$ cat src/vau_sqrt.sv
module vau_sqrt #(
    parameter int RW    = 66,
    parameter int TAG_W = 8
) (
    input  logic              i_clk,
    input  logic              i_adv,
    input  logic [RW-1:0]     i_rad,
    input  logic [TAG_W-1:0]  i_tag,
    output logic [RW/2-1:0]   o_root,
    output logic [TAG_W-1:0]  o_tag
);

    localparam int QW   = RW / 2;
    localparam int REMW = QW + 2;

    logic [RW-1:0]    r_rad  [QW];
    logic [REMW-1:0]  r_rem  [QW];
    logic [QW-1:0]    r_root [QW];
    logic [TAG_W-1:0] r_tag  [QW];

    logic [RW-1:0]    n_rad  [QW];
    logic [REMW-1:0]  n_rem  [QW];
    logic [QW-1:0]    n_root [QW];
    logic [TAG_W-1:0] n_tag  [QW];

    // One root bit per stage, two radicand bits consumed per stage.
    always_comb begin
        logic [RW-1:0]    p_rad;
        logic [REMW-1:0]  p_rem;
        logic [QW-1:0]    p_root;
        logic [REMW+1:0]  trial;
        logic [REMW+1:0]  tst;
        logic [REMW+1:0]  diff;
        for (int s = 0; s < QW; s++) begin
            if (s == 0) begin
                p_rad  = i_rad;
                p_rem  = '0;
                p_root = '0;
                n_tag[s] = i_tag;
            end else begin
                p_rad  = r_rad[s-1];
                p_rem  = r_rem[s-1];
                p_root = r_root[s-1];
                n_tag[s] = r_tag[s-1];
            end
            trial = {p_rem, p_rad[RW-1 -: 2]};
            tst   = {2'b00, p_root, 2'b01};
            diff  = trial - tst;
            if (trial >= tst) begin
                n_rem[s]  = diff[REMW-1:0];
                n_root[s] = {p_root[QW-2:0], 1'b1};
            end else begin
                n_rem[s]  = trial[REMW-1:0];
                n_root[s] = {p_root[QW-2:0], 1'b0};
            end
            n_rad[s] = p_rad << 2;
        end
    end

    always_ff @(posedge i_clk) begin
        if (i_adv) begin
            for (int s = 0; s < QW; s++) begin
                r_rad[s]  <= n_rad[s];
                r_rem[s]  <= n_rem[s];
                r_root[s] <= n_root[s];
                r_tag[s]  <= n_tag[s];
            end
        end
    end

    assign o_root = r_root[QW-1];
    assign o_tag  = r_tag[QW-1];

endmodule

$ cat config.mk
export PLATFORM = sky130hd
export DESIGN_NAME = vau_sqrt
export DESIGN_NICKNAME = d
export VERILOG_FILES = /design/src/vau_sqrt.sv
export SDC_FILE = /design/constraint.sdc
export NUM_CORES = 2
export LEC_CHECK = 0
export ABC_CLOCK_PERIOD_IN_PS = 3450
export BUFFER_PORTS_ARGS = -buffer_cell sky130_fd_sc_hd__buf_4
export CAP_MARGIN = 30
export CORE_ASPECT_RATIO = 0.75
export CORE_MARGIN = 10
export CORE_UTILIZATION = 49
export DETAILED_ROUTE_END_ITERATION = 6
export GPL_TIMING_DRIVEN = 1
export MAX_ROUTING_LAYER = met4
export PLACE_DENSITY = 0.71
export SYNTH_ARGS = -nofsm -noshare
export SYNTH_HDL_FRONTEND = slang
export SYNTH_MEMORY_MAX_BITS = 65536
export SYNTH_SLANG_ARGS = --single-unit
$ cat constraint.sdc
create_clock -name i_clk -period 3.45 [get_ports i_clk]
set_clock_uncertainty 0.1 [all_clocks]
set_input_delay 0.345 -clock i_clk [delete_from_list [all_inputs] [get_ports i_clk]]
set_output_delay 0.345 -clock i_clk [all_outputs]
set_load 0.01 [all_outputs]
==> flow_results.org <==
** Clocking
- Clock tree synthesis found a total of 2948 sinks.
- Clock latency reported for the late side of the worst-skew pair :: a little under 900 ps
- TritonCTS buffer count :: 299
- After clock tree synthesis, the clock-pin slew on the worst setup and hold paths is 60 ps.
- TritonCTS built the clock tree.
- Buffer type at the clock tree root :: clkbuf_16
- Worst-case clock buffer depth :: 4
- CTS built an H-tree with a depth of 5.

** Floorplanning
- The floorplan has between 150 and 200 rows.
- Initial standard-cell utilization of the core :: 49.4%
- The die is about 620 um wide.
- The die covers 294000 um2.
- Die height :: 472 um
- The total area inside the core boundary comes to approximately 270000 um2.
- During I/O placement, the number of pins put on the boundary was 117.

** Routing
- Detailed-route via count :: 83811
- For this block, the routed nets add up to about 300000 um of wire.
- Once detail routing completed, the nets flagged for antenna violations numbered 0.
- Top Layer Used :: met4
- The detailed router finished its first iteration with 8036 violations.
- Vias per Instance :: 5.53
- First-pass detailed-route iteration total :: 7
- After detailed routing, the number of remaining DRC violations is 0.
- Wire length on met2 :: between 100000 and 150000 um
- For this block, wires on met1 add up to about 150000 um.
- Average detailed-routed wire length per instance :: 19.7 um
- Total met3 wirelength after detailed routing :: 19000 um

** Synth
- In the synthesized netlist, the number of instances is 10005.
- Average instance area after synthesis :: 13.3 um2
- During synthesis, Yosys emitted a total of 0 warnings.
- Summing the sequential cell areas from Yosys gives 66.3% of the chip area.
- Number of flops mapped to enable cells by yosys :: about 2900
- Cell Area, Synth :: between 100000 and 150000 um2
- Flip-flop cell with the highest count after synthesis :: edfxtp_1
- Counting flops and latches in the post-synthesis netlist gives around 3000.
- Proportion of synthesized flip-flops having asynchronous set or reset :: 0%
- Syn Nets :: approximately 11000
- Number of distinct library cell variants in the gate-level netlist after synthesis :: between 90 and 100

** Power
- Of the total power, the clock network draws 30.7%.
- Internal power contribution :: 73.4 mW
- Power share of the combinational group :: 22.7%
- In this run the power density over the cells is 645 nW/um2.
- IR analysis of the VDD net gives a maximum drop of 477 uV.
- In this run, flip-flops and latches consume ~47% of the power.
- For this design the total switching power over the nets is 29.1 mW.
- In this run switching power makes up 28.4% of total power.
- Total Power :: 103 mW
- For this design the static power due to leakage is 61.2 nW.

** Hold path
- Hold Path Stages :: 2
- HP Class :: in -> reg

** Global route
- After global routing the overflow that remains totals 0.
- Antenna violations before repair :: 10
- Entering global routing, the biggest net connects 148 pins.
- First-pass GRT wire length :: ~460000 um
- Across every metal layer, demand over resource in global routing totals 19.8%.
- Number of global-route vias before repair :: 80521

** Critical path
- R2R cell count :: 10
- For the worst setup path, the data arrival time is 4070 ps.
- Sequence of cells on the critical path :: or3_4 -> or2_4 -> or3_4 -> or3_4 -> nand3b_1 -> or4_4 -> buf_8 -> buf_4 -> clkbuf_16 -> xnor2_1
- Critical path's largest stage delay :: 610 ps
- Worst path top cell family by delay :: simple AND/OR/NAND/NOR gates
- Number of logic stages on the critical path including buffering :: 10
- Of all nets on the critical path, the largest fanout is 8.
- Endpoint required time on the critical path :: 3930 ps
- Slowest stage cell, crit path :: or4_4
- The worst setup path is of the reg -> reg kind.
- The worst setup path is launched from a flip-flop.
- Critical path endpoint category :: flip-flop
- The most numerous cell type found on the critical path is or3_4.
- Number of buffers and inverters on the critical path :: 3

** Placement
- The placed instances occupy a cell area of 146000 um2.
- At the end of routability-driven placement, the weighted congestion stood at 0.941.
- Once detailed placement completed, the half-perimeter wirelength came to 213000 um.
- In this run, placement finished with an instance count of 14456.
- During placement, the flow inserted port buffers numbering ~120.

** Timing
- RSZ-0062 raised after global routing :: yes
- Actual slew at the worst max-slew pin :: roughly 790 ps
- Setup violation total in the final timing report :: 39
- The number of hold violations in the final report was 0.
- Across all hold checks on the routed design, the worst slack comes to 89.1 ps.
- Shortest clock period the worst path allows after layout :: ~3600 ps
- Across all setup checks in the final design, the least slack found is -132 ps.
- Tightest slew margin relative to the limit :: between 40% and 50%
- The final max-slew violation count came to 0.
- Peak clock frequency supported by timing :: 279 MHz
- Final clock period utilization by the worst path :: 104%

** Cells and area
- The final layout contains 12003 nets.
- Once layout is done, the placed cells without fillers occupy 159000 um2.
- Leaving out filler cells and counting taps, the final layout contains around 15000.
- From synthesis to final layout, the design area changed by 19.2%.
- Cells with a size suffix above 1 make up between 10% and 20% of the layout.

** Flow run
- Maxcap violations :: 0

** Run status
- The checks that failed: negative setup slack.
- The flow ran to the end, but the final reports show violations.
power by group through the flow:
stage               Clock, mW  Combinational [mW]  Sequential, mW
detailed placement          0                21.7            48.5
finish                   31.5                23.3            47.8
floorplan                   0                14.2            47.2
global placement            0                21.4            48.4
CTS                      32.5                22.2            47.8
global route             33.8                25.6            48.2
cells in the final DEF, fill, tap and decap left out, types with 64 or more instances in the layout:
cell	count
a21o_1	228
a21oi_1	540
buf_4	1035
clkbuf_16	318
clkinv_1	64
dlygate4sd3_1	76
edfxtp_1	2948
ha_1	579
inv_1	753
mux2_2	75
nand2_1	705
nand2b_1	137
nand3_1	158
nand4_1	107
nor2_1	509
nor2b_1	80
nor3_1	213
nor4_1	122
o21a_1	99
o21ai_0	470
or3_1	78
xnor2_1	474
xor2_1	416
sequential cells by signal (all words and copies together) (netlist names):
signal	flops
r_rem	1067
r_rad	1056
r_root	561
r_tag	264
what timing repair did:
item                                    in CTS  in global routing
endpoints found under the setup margin     335                608
hold buffers                                76                  0
gates cloned                                 2                 19
pin swaps                                   19                101
resized for setup                           98                417
setup buffers                               19                 50
hold endpoints to repair                   112                  0
final timing paths:
path	startpoint	to	slack, ps
min	i_rad[49]	r_rad[0][49]	90
max	r_rem[0][479]	r_rem[0][490]	-130
min reg2reg	r_rad[0][104]	r_rad[0][170]	280
max reg2reg	r_rem[0][479]	r_rem[0][490]	-130
Yosys cell counts (145+ instances only):
master | count | share of area, %
edfxtp_1 | 2948 | 66
inv_1 | 760 | 2.1
nand2_1 | 716 | 2.0
ha_1 | 596 | 5.6
a21oi_1 | 571 | 2.1
o21ai_0 | 548 | 2.1
nor2_1 | 525 | 1.5
xnor2_1 | 479 | 3.1
xor2_1 | 416 | 2.7
nor3_1 | 243 | 0.91
a21o_1 | 228 | 1.3
nand3_1 | 168 | 0.63
clkbuf_1 | 154 | 0.43
nor4_1 | 145 | 0.68
routing by layer:
| metal | vias up | global-route usage [%] |
|---|---|---|
| met5 | - | - |
| met4 | 0 | 4.15 |
| met3 | 432 | 2.56 |
| met2 | 2466 | 28.3 |
| met1 | 40978 | 30.4 |
| li1 | 39935 | - |
layout make-up:
cell class | instances | area [um2]
well taps | 3590 | 4490
repair buffers | 1208 | 10300
clock buffers | 361 | 7840
clock inverters | 171 | 1590
flip-flops and latches | 2948 | 88500
fillers | 20981 | 111000
diodes | 5 | 12.5
inverters | 764 | 2880
multi-input cells | 6110 | 43400
stage by stage:
step | utilization [%] | TNS (ps) | setup WS [ps]
floorplan | - | -9.40 | -9.40
global placement | 54.0 | -14820 | -435
detailed placement | 54.0 | -26930 | -528
CTS | 58.0 | -141 | -93.3
global route | 58.9 | -7590 | -166
finish | 58.9 | -2170 | -132
cell families after synthesis:
kind of cell	share of synthesized area [%]
compound gates	9.13
xor+xnor	5.87
fa+ha+maj	5.59
buf+inv	2.69
flops	66.3
mux	0.756
other cells	0.00281
simple gates	9.63
Power figures use the tool's default switching activity.
