**src/vau_pkg.sv**
```systemverilog
package vau_pkg;

    localparam int CMD_W = 4;

    // Command code map.
    localparam logic [CMD_W-1:0] CMD_VV_LO = 4'd0;
    localparam logic [CMD_W-1:0] CMD_VV_HI = 4'd3;
    localparam logic [CMD_W-1:0] CMD_VS_LO = 4'd4;
    localparam logic [CMD_W-1:0] CMD_VS_HI = 4'd7;
    localparam logic [CMD_W-1:0] CMD_SV_LO = 4'd8;
    localparam logic [CMD_W-1:0] CMD_SV_HI = 4'd11;
    localparam logic [CMD_W-1:0] CMD_DOT   = 4'd12;
    localparam logic [CMD_W-1:0] CMD_LEN   = 4'd13;
    localparam logic [CMD_W-1:0] CMD_NORM  = 4'd14;

    // Element operation, taken from the two low bits of the command.
    typedef enum logic [1:0] {
        OP_ADD,
        OP_SUB,
        OP_MUL,
        OP_DIV
    } t_op;

    // Command class: where the operands come from and which result is used.
    typedef enum logic [2:0] {
        CLS_VV,
        CLS_VS,
        CLS_SV,
        CLS_DOT,
        CLS_LEN,
        CLS_NORM,
        CLS_NONE
    } t_cls;

    function automatic t_cls cmd_class(input logic [CMD_W-1:0] cmd);
        t_cls c;
        if (cmd inside {[CMD_VV_LO:CMD_VV_HI]}) begin
            c = CLS_VV;
        end else if (cmd inside {[CMD_VS_LO:CMD_VS_HI]}) begin
            c = CLS_VS;
        end else if (cmd inside {[CMD_SV_LO:CMD_SV_HI]}) begin
            c = CLS_SV;
        end else if (cmd == CMD_DOT) begin
            c = CLS_DOT;
        end else if (cmd == CMD_LEN) begin
            c = CLS_LEN;
        end else if (cmd == CMD_NORM) begin
            c = CLS_NORM;
        end else begin
            c = CLS_NONE;
        end
        return c;
    endfunction

    function automatic t_op cmd_op(input logic [CMD_W-1:0] cmd);
        return t_op'(cmd[1:0]);
    endfunction

endpackage

```
**src/vau_lane.sv**
```systemverilog
module vau_lane
    import vau_pkg::*;
#(
    parameter int W = 32,
    parameter int F = 16
) (
    input  logic           i_clk,
    input  logic           i_adv,
    input  t_cls           i_cls,
    input  t_op            i_op,
    input  logic [W-1:0]   i_a,
    input  logic [W-1:0]   i_b,
    input  logic [W-1:0]   i_s,
    output logic [2*W-1:0] o_prod,
    output logic           o_prod_neg,
    output logic [W-1:0]   o_res,
    output logic           o_ovf,
    output logic           o_xn,
    output logic [W-1:0]   o_xm,
    output logic           o_yn,
    output logic [W-1:0]   o_ym
);

    // Saturate a sign and magnitude to W bits; the top bit of the result is the overflow.
    function automatic logic [W:0] sat(input logic neg, input logic [2*W-1:0] mag);
        logic [2*W-1:0] lim;
        logic [W-1:0]   v;
        logic           o;
        lim = {{W{1'b0}}, neg, {(W-1){~neg}}};
        o   = mag > lim;
        if (o) begin
            v = {neg, {(W-1){~neg}}};
        end else begin
            v = neg ? (~mag[W-1:0] + 1'b1) : mag[W-1:0];
        end
        return {o, v};
    endfunction

    logic [W-1:0] x, y;
    logic [W-1:0] xm, ym;

    always_comb begin
        x = i_a;
        y = i_b;
        case (i_cls)
            CLS_VS: begin
                y = i_s;
            end
            CLS_SV: begin
                x = i_s;
                y = i_a;
            end
            CLS_LEN, CLS_NORM: begin
                y = i_a;
            end
            default: begin
                y = i_b;
            end
        endcase
        xm = x[W-1] ? (~x + 1'b1) : x;
        ym = y[W-1] ? (~y + 1'b1) : y;
    end

    // Operand stage.
    logic         r_xn_a, r_yn_a;
    logic [W-1:0] r_xm_a, r_ym_a;
    t_op          r_op_a;

    always_ff @(posedge i_clk) begin
        if (i_adv) begin
            r_xn_a <= x[W-1];
            r_yn_a <= y[W-1];
            r_xm_a <= xm;
            r_ym_a <= ym;
            r_op_a <= i_op;
        end
    end

    // Product and signed add stage.
    logic         add_yn;
    logic         add_neg;
    logic [W:0]   add_mag;
    logic [W:0]   n_add;

    always_comb begin
        add_yn = r_yn_a ^ (r_op_a == OP_SUB);
        if (r_xn_a == add_yn) begin
            add_mag = {1'b0, r_xm_a} + {1'b0, r_ym_a};
            add_neg = r_xn_a;
        end else if (r_xm_a >= r_ym_a) begin
            add_mag = {1'b0, r_xm_a - r_ym_a};
            add_neg = r_xn_a;
        end else begin
            add_mag = {1'b0, r_ym_a - r_xm_a};
            add_neg = add_yn;
        end
        n_add = sat(add_neg, (2*W)'(add_mag));
    end

    logic [2*W-1:0] r_prod_b;
    logic           r_pneg_b;
    logic [W:0]     r_add_b;
    logic           r_xn_b, r_yn_b;
    logic [W-1:0]   r_xm_b, r_ym_b;
    t_op            r_op_b;

    always_ff @(posedge i_clk) begin
        if (i_adv) begin
            r_prod_b <= {{W{1'b0}}, r_xm_a} * {{W{1'b0}}, r_ym_a};
            r_pneg_b <= r_xn_a ^ r_yn_a;
            r_add_b  <= n_add;
            r_xn_b   <= r_xn_a;
            r_yn_b   <= r_yn_a;
            r_xm_b   <= r_xm_a;
            r_ym_b   <= r_ym_a;
            r_op_b   <= r_op_a;
        end
    end

    // Product scaling and choice of the early result.
    logic [W:0] n_mul;
    assign n_mul = sat(r_pneg_b, r_prod_b >> F);

    logic [W:0]   r_res_c;
    logic         r_xn_c, r_yn_c;
    logic [W-1:0] r_xm_c, r_ym_c;

    always_ff @(posedge i_clk) begin
        if (i_adv) begin
            r_res_c <= (r_op_b == OP_MUL) ? n_mul : r_add_b;
            r_xn_c  <= r_xn_b;
            r_yn_c  <= r_yn_b;
            r_xm_c  <= r_xm_b;
            r_ym_c  <= r_ym_b;
        end
    end

    assign o_prod     = r_prod_b;
    assign o_prod_neg = r_pneg_b;
    assign o_res      = r_res_c[W-1:0];
    assign o_ovf      = r_res_c[W];
    assign o_xn       = r_xn_c;
    assign o_xm       = r_xm_c;
    assign o_yn       = r_yn_c;
    assign o_ym       = r_ym_c;

endmodule

```
**config.mk**
```make
export PLATFORM = sky130hd
export DESIGN_NAME = vau_lane
export DESIGN_NICKNAME = d
export VERILOG_FILES = /design/src/vau_pkg.sv /design/src/vau_lane.sv
export SDC_FILE = /design/constraint.sdc
export NUM_CORES = 2
export LEC_CHECK = 0
export ABC_CLOCK_PERIOD_IN_PS = 18100
export BUFFER_PORTS_ARGS = -buffer_cell sky130_fd_sc_hd__buf_4
export CAP_MARGIN = 0
export CORE_ASPECT_RATIO = 1.4
export CORE_MARGIN = 2
export CORE_UTILIZATION = 35
export CTS_CLUSTER_DIAMETER = 120
export DETAILED_ROUTE_END_ITERATION = 10
export PLACE_DENSITY = 0.59
export REMOVE_ABC_BUFFERS = 1
export SLEW_MARGIN = 10
export SYNTH_ARGS = -nofsm -noshare
export SYNTH_HDL_FRONTEND = slang
export SYNTH_SLANG_ARGS = --single-unit
```
**constraint.sdc**
```tcl
create_clock -name i_clk -period 18.1 [get_ports i_clk]
set_clock_uncertainty 0.15 [all_clocks]
set_input_delay 1.81 -clock i_clk [delete_from_list [all_inputs] [get_ports i_clk]]
set_output_delay 1.81 -clock i_clk [all_outputs]
set_load 0.05 [all_outputs]
```
==> impl_metrics.env <==
export IMPL_multi_input_area_sq_um=38700
export IMPL_drc=0
export IMPL_cts_setup_buffers=0
export IMPL_numPortBuffers=266
export IMPL_period_share=0.630
export IMPL_ctsHoldBuffers=0
export IMPL_boundaryPins=267
export IMPL_final_cell_mix="inv_1, fa_1, nor2_1"
export IMPL_synth_top_area_frac=0.336
export IMPL_worst_slew_pin_slew_ps=1170
export IMPL_grt_ovfl_total=0
export IMPL_drt_pre_antenna_iters=8
export IMPL_clk_path_buf_depth=3
export IMPL_die_area_sq_um=156000
export IMPL_endpoint_kind="flip-flop"
export IMPL_dp_slack_ps=6950
export IMPL_drt_total_wl_um=215000
export IMPL_clk_latency_ps=690
export IMPL_outcome="finished, final reports clean"
export IMPL_worstSetupPathType="flip-flop to flip-flop"
export IMPL_rsz0062_at_grt="no"
export IMPL_ys_warn_count=0
export IMPL_ys_types=91
export IMPL_antenna_found_initial=9
export IMPL_critPathSlowestCell="o41ai_1"
export IMPL_wl_per_cell_um=27.0
export IMPL_rows=169
export IMPL_reg2reg_from="r_ym_a[2]$_DFFE_PP_"
export IMPL_grt_first_pass_wirelength_um=314000
export IMPL_finalHoldViolations=0
export IMPL_cp_arrival_ps=11690
export IMPL_yosysSeqAreaShare=0.187
export IMPL_grt_max_degree=141
export IMPL_cp_common_cell="fa_1"
export IMPL_synth_edff_count=333
export IMPL_vias=44500
export IMPL_max_stage_delay_ps=1080
export IMPL_syn_to_final_growth_pct=10.8
export IMPL_nNetsFinal=7398
export IMPL_synth_area_leader_cell="fa_1"
export IMPL_worst_ep_required_time_ps=18400
export IMPL_path_max_fanout=14
export IMPL_synth_seq_cells=333
export IMPL_synth_top_flop_cell="edfxtp_1"
export IMPL_tritoncts="done"
export IMPL_cts_root_buf="clkbuf_16"
export IMPL_drtIter0Drc=3877
export IMPL_min_path_type="flip-flop to flip-flop"
export IMPL_yosys_top_cells_area="fa_1, edfxtp_1, ha_1"
export IMPL_final_setup_worst_slack_ps=6710
export IMPL_chipWidth_um=335
export IMPL_synthCells=5825
export IMPL_post_cts_resized=0
export IMPL_final_common_cell="inv_1"
export IMPL_start_util=0.353
export IMPL_drv_slew=0
export IMPL_drive_gt1_frac=0.0878
export IMPL_r2r_cells=25
export IMPL_worstHoldStart="r_ym_b[23]$_DFFE_PP_"
export IMPL_seq_area_sq_um=10000
export IMPL_min_to="o_ym[23]$_DFFE_PP_"
export IMPL_grt_pass1_vias=46400
export IMPL_place_gp_congestion=1.05
export IMPL_r2r_end="o_prod[57]$_DFFE_PP_"
export IMPL_critical_path_buf_inv_count=6
export IMPL_cp_top_family="adder cells"
export IMPL_hold_depth=0
export IMPL_postRouteAntennaNets=0
export IMPL_routed_via_density=5.58
export IMPL_grtUsageTotal=0.275
export IMPL_reg2reg_slack_ps=6710
export IMPL_start_kind="flip-flop"
export IMPL_dp_hpwl_um=166000
export IMPL_synth_area_sq_um=53600
export IMPL_clkTransAtPathRegs_ps=80
export IMPL_maxCapViolCount=0
export IMPL_clock_sink_count=333
export IMPL_final_fill_count=15200
export IMPL_slew_headroom=0.215
export IMPL_period_needed_ps=11390
export IMPL_async_reset_ff_frac=0
export IMPL_numCtsBuffers=42
export IMPL_fin_setup_tns_ps=0
export IMPL_ctsHtreeMaxLevel=2
export IMPL_core_area_sq_um=152000
export IMPL_max_freq_ghz=0.0878
export IMPL_die_h_um=467
export IMPL_avgSynthCellArea_sq_um=9.20
export IMPL_setup_viol=0
-- cells in the mapped netlist (13+ instances only) --
master,n
mux2i_1,60
nand2_1,634
a21boi_0,13
o22ai_1,14
or3_1,29
o21bai_1,26
and3_1,17
xor2_1,49
a21o_1,83
edfxtp_1,333
nor4_1,21
o31ai_1,37
a211oi_1,42
and2_1,32
nand3_1,59
a31oi_1,38
a22oi_1,17
xnor2_1,106
o21a_1,31
o21ai_0,158
buf_2,23
inv_1,986
nand2b_1,22
fa_1,898
nor2b_1,24
ha_1,428
nor3_1,67
a22o_1,14
nand4_1,47
a21oi_1,259
clkbuf_1,225
or4_1,16
buf_1,48
clkinv_1,15
nor2_1,745
o211ai_1,27
or2_2,18
-- flip-flops by register name (all words and copies together), names as in the netlist, 2 cells and up --
signal   flops
r_xm_a      32
r_add_b     33
o_xm        32
o_ym        32
r_xm_b      32
r_ym_a      32
o_prod      64
r_res_c     33
r_op_a       2
r_ym_b      32
r_op_b       2
-- area by class of cell --
type,instances,share of cell area
antenna,5,0.000211
clock buffer,45,0.0179
clock inverter,31,0.00582
inverter,1002,0.0634
multi-input combinational,4193,0.652
sequential,333,0.168
tap,1966,0.0414
timing repair buffer,397,0.0505
-- how the worst max path moves through the flow --
stage,start,endpoint,slack [ps],cells past startpoint
finish,r_ym_a[2]$_DFFE_PP_,o_prod[57]$_DFFE_PP_,6710,25
global route,r_ym_a[2]$_DFFE_PP_,o_prod[57]$_DFFE_PP_,6410,25
CTS,r_ym_a[2]$_DFFE_PP_,o_prod[57]$_DFFE_PP_,6980,25
detailed placement,r_ym_a[2]$_DFFE_PP_,o_prod[57]$_DFFE_PP_,6950,25
global placement,r_ym_a[2]$_DFFE_PP_,o_prod[57]$_DFFE_PP_,7060,25
floorplan,r_xm_a[7]$_DFFE_PP_,r_add_b[31]$_DFFE_PP_,8220,20
-- routing by layer --
layer	up-vias	wire [um]	track usage
met3	748	17500	0.0531
met5	-	46	0
li1	19000	-	-
met2	2294	102000	0.454
met1	22400	74900	0.310
met4	6	21100	0.226
-- metrics by stage --
stage	instances	hold WS, ps	instance area, sq um	utilization
floorplan	5528	250	52400	-
global placement	7891	251	57900	0.382
detailed placement	7891	255	57900	0.382
CTS	7967	253	59300	0.391
global route	7968	265	59400	0.391
finish	7972	260	59400	0.391
-- kinds of logic after synthesis --
| kind of cell | share of synthesized area |
|---|---|
| compound gates | 0.107 |
| buf+inv | 0.0917 |
| mux | 0.0114 |
| xor+xnor | 0.0263 |
| flops | 0.187 |
| fa+ha+maj | 0.436 |
| simple gates | 0.141 |
Power is left out: the tool's default activity adds up to more than one toggle a clock period on the data nets, which glitch-free logic cannot reach.
